**config.mk**
```make
export PLATFORM = sky130hd
export DESIGN_NAME = ipd_ctrl
export DESIGN_NICKNAME = d
export VERILOG_FILES = /design/src/hw/rtl/ipd_pkg.sv /design/src/hw/rtl/ipd_ctrl.sv
export SDC_FILE = /design/constraint.sdc
export NUM_CORES = 1
export LEC_CHECK = 0
export BUFFER_PORTS_ARGS = -buffer_cell sky130_fd_sc_hd__buf_2
export CAP_MARGIN = 15
export CELL_PAD_IN_SITES_DETAIL_PLACEMENT = 0
export CELL_PAD_IN_SITES_GLOBAL_PLACEMENT = 1
export CORE_ASPECT_RATIO = 0.8
export CORE_MARGIN = 2
export CORE_UTILIZATION = 34
export CTS_BUF_LIST = sky130_fd_sc_hd__clkbuf_4
export DETAILED_ROUTE_END_ITERATION = 16
export GPL_TIMING_DRIVEN = 0
export PLACE_DENSITY = 0.82
export SKIP_CTS_REPAIR_TIMING = 1
export SYNTH_ARGS = -nofsm -noshare
export SYNTH_HDL_FRONTEND = slang
export SYNTH_SLANG_ARGS = --single-unit
```
**constraint.sdc**
```tcl
create_clock -name i_clk -period 4.1 [get_ports i_clk]
set_input_delay 0.615 -clock i_clk [delete_from_list [all_inputs] [get_ports i_clk]]
set_output_delay 0.615 -clock i_clk [all_outputs]
set_load 0.01 [all_outputs]
```
**src/hw/rtl/ipd_pkg.sv**
```systemverilog
// Package: constants, types and command/status structs of the period detector.
`default_nettype none
package ipd_pkg;
    localparam int MAX_PERIOD = 256;
    localparam int CNT_W      = $clog2(MAX_PERIOD + 1);
    localparam int ADDR_W     = $clog2(MAX_PERIOD);
    localparam int SIG_W      = 16;
    localparam int FAC_W      = 12;
    localparam int SUM_W      = SIG_W + ADDR_W;
    localparam int THR_W      = FAC_W + SIG_W;
    localparam int DVD_W      = 2 * SIG_W;
    localparam int SQ_W       = 2 * SIG_W;
    localparam int RSS_W      = SQ_W + ADDR_W;
    localparam int ROOT_W     = RSS_W / 2;
    localparam int SQ_STEPS   = RSS_W / 2;
    localparam int SQ_CNT_W   = $clog2(SQ_STEPS);
    localparam int DIV_CNT_W  = $clog2(DVD_W);
    localparam int CFG_IDX_W  = 2;
    localparam int CFG_W      = 16;

    localparam logic [CFG_IDX_W-1:0] CFG_INTEG  = 2'd0;
    localparam logic [CFG_IDX_W-1:0] CFG_FACTOR = 2'd1;
    localparam logic [CFG_IDX_W-1:0] CFG_MINDEV = 2'd2;

    localparam logic             RST_INTEG  = 1'b1;
    localparam logic [FAC_W-1:0] RST_FACTOR = 12'd768;
    localparam logic [SIG_W-1:0] RST_MINDEV = 16'd256;
    localparam logic [SIG_W-1:0] SAT_MAX    = 16'hFFFF;

    typedef enum logic [3:0] {
        S_IDLE, S_EVAL, S_DECIDE, S_RDIV, S_BRANCH, S_APPEND, S_MDIV,
        S_SCAN, S_DRAIN, S_SQRT, S_SDIVS, S_SDIV, S_OUT
    } t_state;

    typedef struct packed {
        logic load;
        logic noint;
        logic eval;
        logic decide;
        logic ratio_take;
        logic branch;
        logic append;
        logic mean_take;
        logic scan;
        logic sqrt_init;
        logic sqrt_step;
        logic sdiv_start;
        logic spread_take;
    } t_cmd;

    typedef struct packed {
        logic integ;
        logic need_div;
        logic is_new;
        logic div_done;
        logic scan_last;
        logic pipe_empty;
        logic sqrt_last;
    } t_status;
endpackage
`default_nettype wire

```
**src/hw/rtl/ipd_ctrl.sv**
```systemverilog
// Controller: sequences one signature through the datapath.
`default_nettype none
module ipd_ctrl (
    input  wire logic             i_clk,
    input  wire logic             i_rst_n,
    input  wire logic             i_in_valid,
    output logic                  o_in_ready,
    output logic                  o_out_valid,
    input  wire logic             i_out_ready,
    input  wire ipd_pkg::t_status i_status,
    output ipd_pkg::t_cmd         o_cmd
);
    import ipd_pkg::*;

    t_state r_state;
    t_state n_state;

    always_ff @(posedge i_clk) begin
        if (!i_rst_n) begin
            r_state <= S_IDLE;
        end else begin
            r_state <= n_state;
        end
    end

    always_comb begin
        n_state = r_state;
        unique case (r_state)
            S_IDLE:   if (i_in_valid) n_state = S_EVAL;
            S_EVAL:   n_state = i_status.integ ? S_DECIDE : S_OUT;
            S_DECIDE: n_state = i_status.need_div ? S_RDIV : S_BRANCH;
            S_RDIV:   if (i_status.div_done) n_state = S_BRANCH;
            S_BRANCH: n_state = i_status.is_new ? S_OUT : S_APPEND;
            S_APPEND: n_state = S_MDIV;
            S_MDIV:   if (i_status.div_done) n_state = S_SCAN;
            S_SCAN:   if (i_status.scan_last) n_state = S_DRAIN;
            S_DRAIN:  if (i_status.pipe_empty) n_state = S_SQRT;
            S_SQRT:   if (i_status.sqrt_last) n_state = S_SDIVS;
            S_SDIVS:  n_state = S_SDIV;
            S_SDIV:   if (i_status.div_done) n_state = S_OUT;
            S_OUT:    if (i_out_ready) n_state = S_IDLE;
            default:  n_state = S_IDLE;
        endcase
    end

    always_comb begin
        o_cmd       = '0;
        o_in_ready  = 1'b0;
        o_out_valid = 1'b0;
        unique case (r_state)
            S_IDLE: begin
                o_in_ready = 1'b1;
                o_cmd.load = i_in_valid;
            end
            S_EVAL: begin
                o_cmd.noint = !i_status.integ;
                o_cmd.eval  = i_status.integ;
            end
            S_DECIDE: o_cmd.decide      = 1'b1;
            S_RDIV:   o_cmd.ratio_take  = i_status.div_done;
            S_BRANCH: o_cmd.branch      = 1'b1;
            S_APPEND: o_cmd.append      = 1'b1;
            S_MDIV:   o_cmd.mean_take   = i_status.div_done;
            S_SCAN:   o_cmd.scan        = 1'b1;
            S_DRAIN:  o_cmd.sqrt_init   = i_status.pipe_empty;
            S_SQRT:   o_cmd.sqrt_step   = 1'b1;
            S_SDIVS:  o_cmd.sdiv_start  = 1'b1;
            S_SDIV:   o_cmd.spread_take = i_status.div_done;
            S_OUT:    o_out_valid       = 1'b1;
            default:  ;
        endcase
    end
endmodule
`default_nettype wire

```
Word-level counts from Yosys, hierarchy flattened
Index checks and enable logic that the tools add are counted. W data, S select, Z words.

Word-level logic and storage cells: 50. Bits in registers: 4. Output and inout bits: 15. Bits in read-only memories: 0. Memories kept: 0. Input port bits: 11. Latch bits: 0. Memory bits (writable): 0.

Add/subtract/negate cells: 0. Divide/modulo/power cells: 0. Reductions and logical operators: 3. Muxes and demuxes: 26. Shifts and indexed selects: 0. Magnitude comparators: 0. Bitwise gates (word level): 0. Equal/unequal tests: 20. $mul: 0.

Operator list (count): $pmux W4 S13 (1); $mux W4 (10); $eq A4 B4 Y1 const B (5); $eq A4 B3 Y1 const B (4); $ne A2 B2 Y1 const B (8); $mux W1 (13); $eq A4 B2 Y1 const B (2); $reduce_and A8 Y1 (1); $eq A4 B1 Y1 const B (1); $logic_not A4 Y1 (1); $mux W3 (1); $mux W2 (1); $logic_not A1 Y1 (1).

Depth between registers and ports, before layout
Word-level depth: 3. Gate-level depth with buffers: 6. Depth with buffers taken out: 4.

Worst setup path before layout
OpenSTA, ideal clock, no wires.

Kind: register to output. Start: register r_state[1]. End: output port o_cmd[12] (netlist bit). Setup slack: 2176 ps. Data arrival time: 1309 ps. Stages on the path, launching flop included: 5. Path buffers: 2. Data required time: 3485 ps. Path through: dfxtp_1 -> buf_2 -> buf_2 -> nor4_1 -> and2_1.

RTL lines: start, declared (line ipd_ctrl.sv:15) `t_state r_state;`; start signal, assigned (line ipd_ctrl.sv:22) `r_state <= n_state;`; end, declared (line ipd_ctrl.sv:11) `output ipd_pkg::t_cmd o_cmd`.

==> summary.md <==
| Metric | Value |
|---|---|
| Run status | `completed` |
| Fin nets | `118` |
| Hold Crit Class | `in2reg` |
| Synthesized area per cell | `7.166 um^2` |
| Buffers added on ports | `25` |
| # diodes | `0` |
| Final GP Congestion | `0.8715` |
| Seq cells post-synth | `4` |
| Area of the multi-input gates | `422.9 um^2` |
| Clock-pin slew on the worst setup and hold paths | `0.04 ns` |
| Worst r2r path cells | `5` |
| Crit Path Class | `reg2out` |
| Fin. Hold Viols | `0` |
| Post-Place Setup Slack | `2.133 ns` |
| Max reg flops | `4` |
| Post-synth cell types | `30` |
| DR WL/cell | `11.65 um` |
| Clk buf depth | `2` |
| Arr. time, crit path | `1.59 ns` |
| Grt met1 use | `0.2304` |
| Reg2Reg Setup Slack | `2.63 ns` |
| Largest regs | `r_state (4)` |
| H-tree depth | `1` |
| Post-DRT Antenna Nets | `0` |
| Commonest non-fill, non-tap cell in the layout | `buf_2` |
| CP cell instances | `buf_4 -> clkbuf_1 -> nand2_1 -> nor4_1 -> buf_2` |
| Static leakage | `0.0003610 uW` |
| Cell family with most CP delay | `buffers and inverters` |
| Hold path depth | `3` |
| Number of synthesized flops with an enable pin | `0` |
| Worst vdd ir | `0.4021 mV` |
| Fillers | `143` |
| RSZ-0062 raised after global routing | `no` |
| Rows | `12` |
| Tightest Pin Transition | `0.4116 ns` |
| CTS root buffer | `clkbuf_4` |
| Critical path launch point type | `flop` |
| Initial Util | `0.3789` |
| Pin count of the biggest net entering global routing | `11` |
| Slew Viols, Final | `0` |
| Pwr per Cell Area | `649.8 mW/mm^2` |
| Crit path max fanout | `10` |
| Max stage delay on crit path | `0.33 ns` |
| CP max stage cell | `dfxtp_1` |
| Setup TNS | `0 ns` |
| Slew HR | `0.7256` |
| Storage element area | `80.08 um^2` |
| Die Width | `49.04 um` |
| CP Capture Type | `output port` |
| Final Critical Period | `2.208 ns` |
| CTS tree | `yes` |
| Met3 Use GR | `0.06716` |
| Skew final | `0.005390 ns` |
| Drt via density | `5.000` |
| Cell area after synthesis | `551.8 um^2` |
| Max-cap viol count | `0` |
| Top reg by flops | `r_state` |
| Setup Viol. Count Final | `0` |
| Sink Count | `4` |
| GRT Max-Usage Layer | `met1` |
| Die area | `0.001963 mm^2` |
| Top flip-flop cell by instance count after synthesis | `dfxtp_1` |
| Core Region | `0.001456 mm^2` |
| CTS Buf Count | `3` |
| 1st-iter DRT viols | `17` |
| Area growth syn-to-layout | `31.52%` |
| Synth warnings | `0` |
| DP HPWL | `1150 um` |
| I/O pins | `26` |
| WHS Endpoint | `r_state[1]` |
| Die Y-Extent | `40.03 um` |
| R2R Path Start | `r_state[2]` |
| Clock latency on the worst-skew pair | `0.23 ns` |
| GRT Residual Overflow | `0` |
| Vias in the first global route | `525` |
| Final Cycle Share | `0.5385` |
| Cells after synthesis | `77` |
| Commonest cells after routing, fill and taps aside | `28 x buf_2, 13 x nor2_1, 11 x nand2_1, 6 x mux2i_1` |
| First-pass GRT wire length | `2387 um` |
| Hold Crit Start | `i_rst_n` |
| Post-Route WL | `1468 um` |
| Sequential area share after synthesis | `0.1451` |
| Syn Nets | `88` |
| Share of layout cells above drive strength 1 | `0.3429` |
| Final worst setup slack | `1.892 ns` |
| FF-to-FF End | `r_state[0]` |
| Via count | `630` |
| Worst Path Required | `3.48 ns` |
| DRT Pass-1 Iters | `4` |
| GRT Util Overall | `0.1647` |
| FFs w/ async S/R, synth | `0` |
| Detailed-route DRC error count | `0` |
| Met2 Use GR | `0.2260` |
| Initial antenna violation count | `0` |
| Worst path bufs/invs | `3` |
| Fmax | `452.9 MHz` |
[worst reg2reg max path, cell delays in order, from the launching register on]
cell and delay [ns]:
dfxtp_1 0.29, buf_6 0.13, nor2b_4 0.13, a22o_4 0.26
a221oi_4 0.36, mux2i_1 0.23
[kinds of logic (layout without fill, tap and decap cells)]
logic type | Yosys count | count (layout) | share of synthesized area
muxes | 6 | 6 | 0.1088
and+or+nand+nor | 44 | 44 | 0.4127
xor gates and xnor gates | 1 | 1 | 0.01588
AOI/OAI and AO/OA | 13 | 13 | 0.2290
buffers and inverters | 9 | 37 | 0.08844
DFF | 4 | 4 | 0.1451
[Yosys cell counts (3+ instances only)]
library cell,number,area share
dfxtp_1,4,0.15
nand2_1,11,0.075
nor3_1,4,0.036
nor2_1,13,0.088
buf_2,3,0.027
mux2i_1,6,0.11
nand2b_1,4,0.045
[layout make-up]
class                           count  share of cell area
Buffer                              7             0.05690
Clock buffer                        3             0.03103
Inverter                            2             0.01034
Multi-Input combinational cell     64              0.5828
Sequential cell                     4              0.1103
Tap cell                           21             0.03621
Timing Repair Buffer               25              0.1724
[metal layers]
layer	part of all wire	vias to the layer above
li1	-	331
met1	0.52	276
met4	0	0
met3	0.064	0
met5	0	-
met2	0.42	23
[metrics by stage]
stage / power, uW / instance area, um^2 / utilization / cells / hold slack (ns)
after global placement: 425.1 / 703.2 / 0.4828 / 123 / 0.7659
after global routing: 520.7 / 725.7 / 0.4983 / 126 / 0.6897
final: 471.6 / 725.7 / 0.4983 / 126 / 0.6867
after floorplan: 340.0 / 551.8 / - / 77 / 0.6749
after detailed placement: 422.5 / 703.2 / 0.4828 / 123 / 0.7614
after CTS: 472.8 / 725.7 / 0.4983 / 126 / 0.6793
[report_power, final]
part | switching (uW) | total (uW) | internal [uW]
clock | 14.5 | 47.1 | 32.6
sequential | 12.8 | 67.8 | 55.0
combinational | 201 | 357 | 156
total | 228 | 472 | 244
[worst max path at each step]
| stage | startpoint | slack, ns | depth (start not counted) | end |
|---|---|---|---|---|
| 2_1_floorplan | r_state[1] | 2.18 | 4 | o_cmd[12] |
| 3_3_place_gp | r_state[0] | 2.09 | 5 | o_cmd[11] |
| 3_5_place_dp | r_state[0] | 2.13 | 5 | o_cmd[11] |
| 4_1_cts | r_state[0] | 1.88 | 5 | o_cmd[11] |
| 5_1_grt | r_state[0] | 1.69 | 5 | o_cmd[11] |
| 6_report | r_state[0] | 1.89 | 5 | o_cmd[11] |
(Power assumes the default switching activity.)
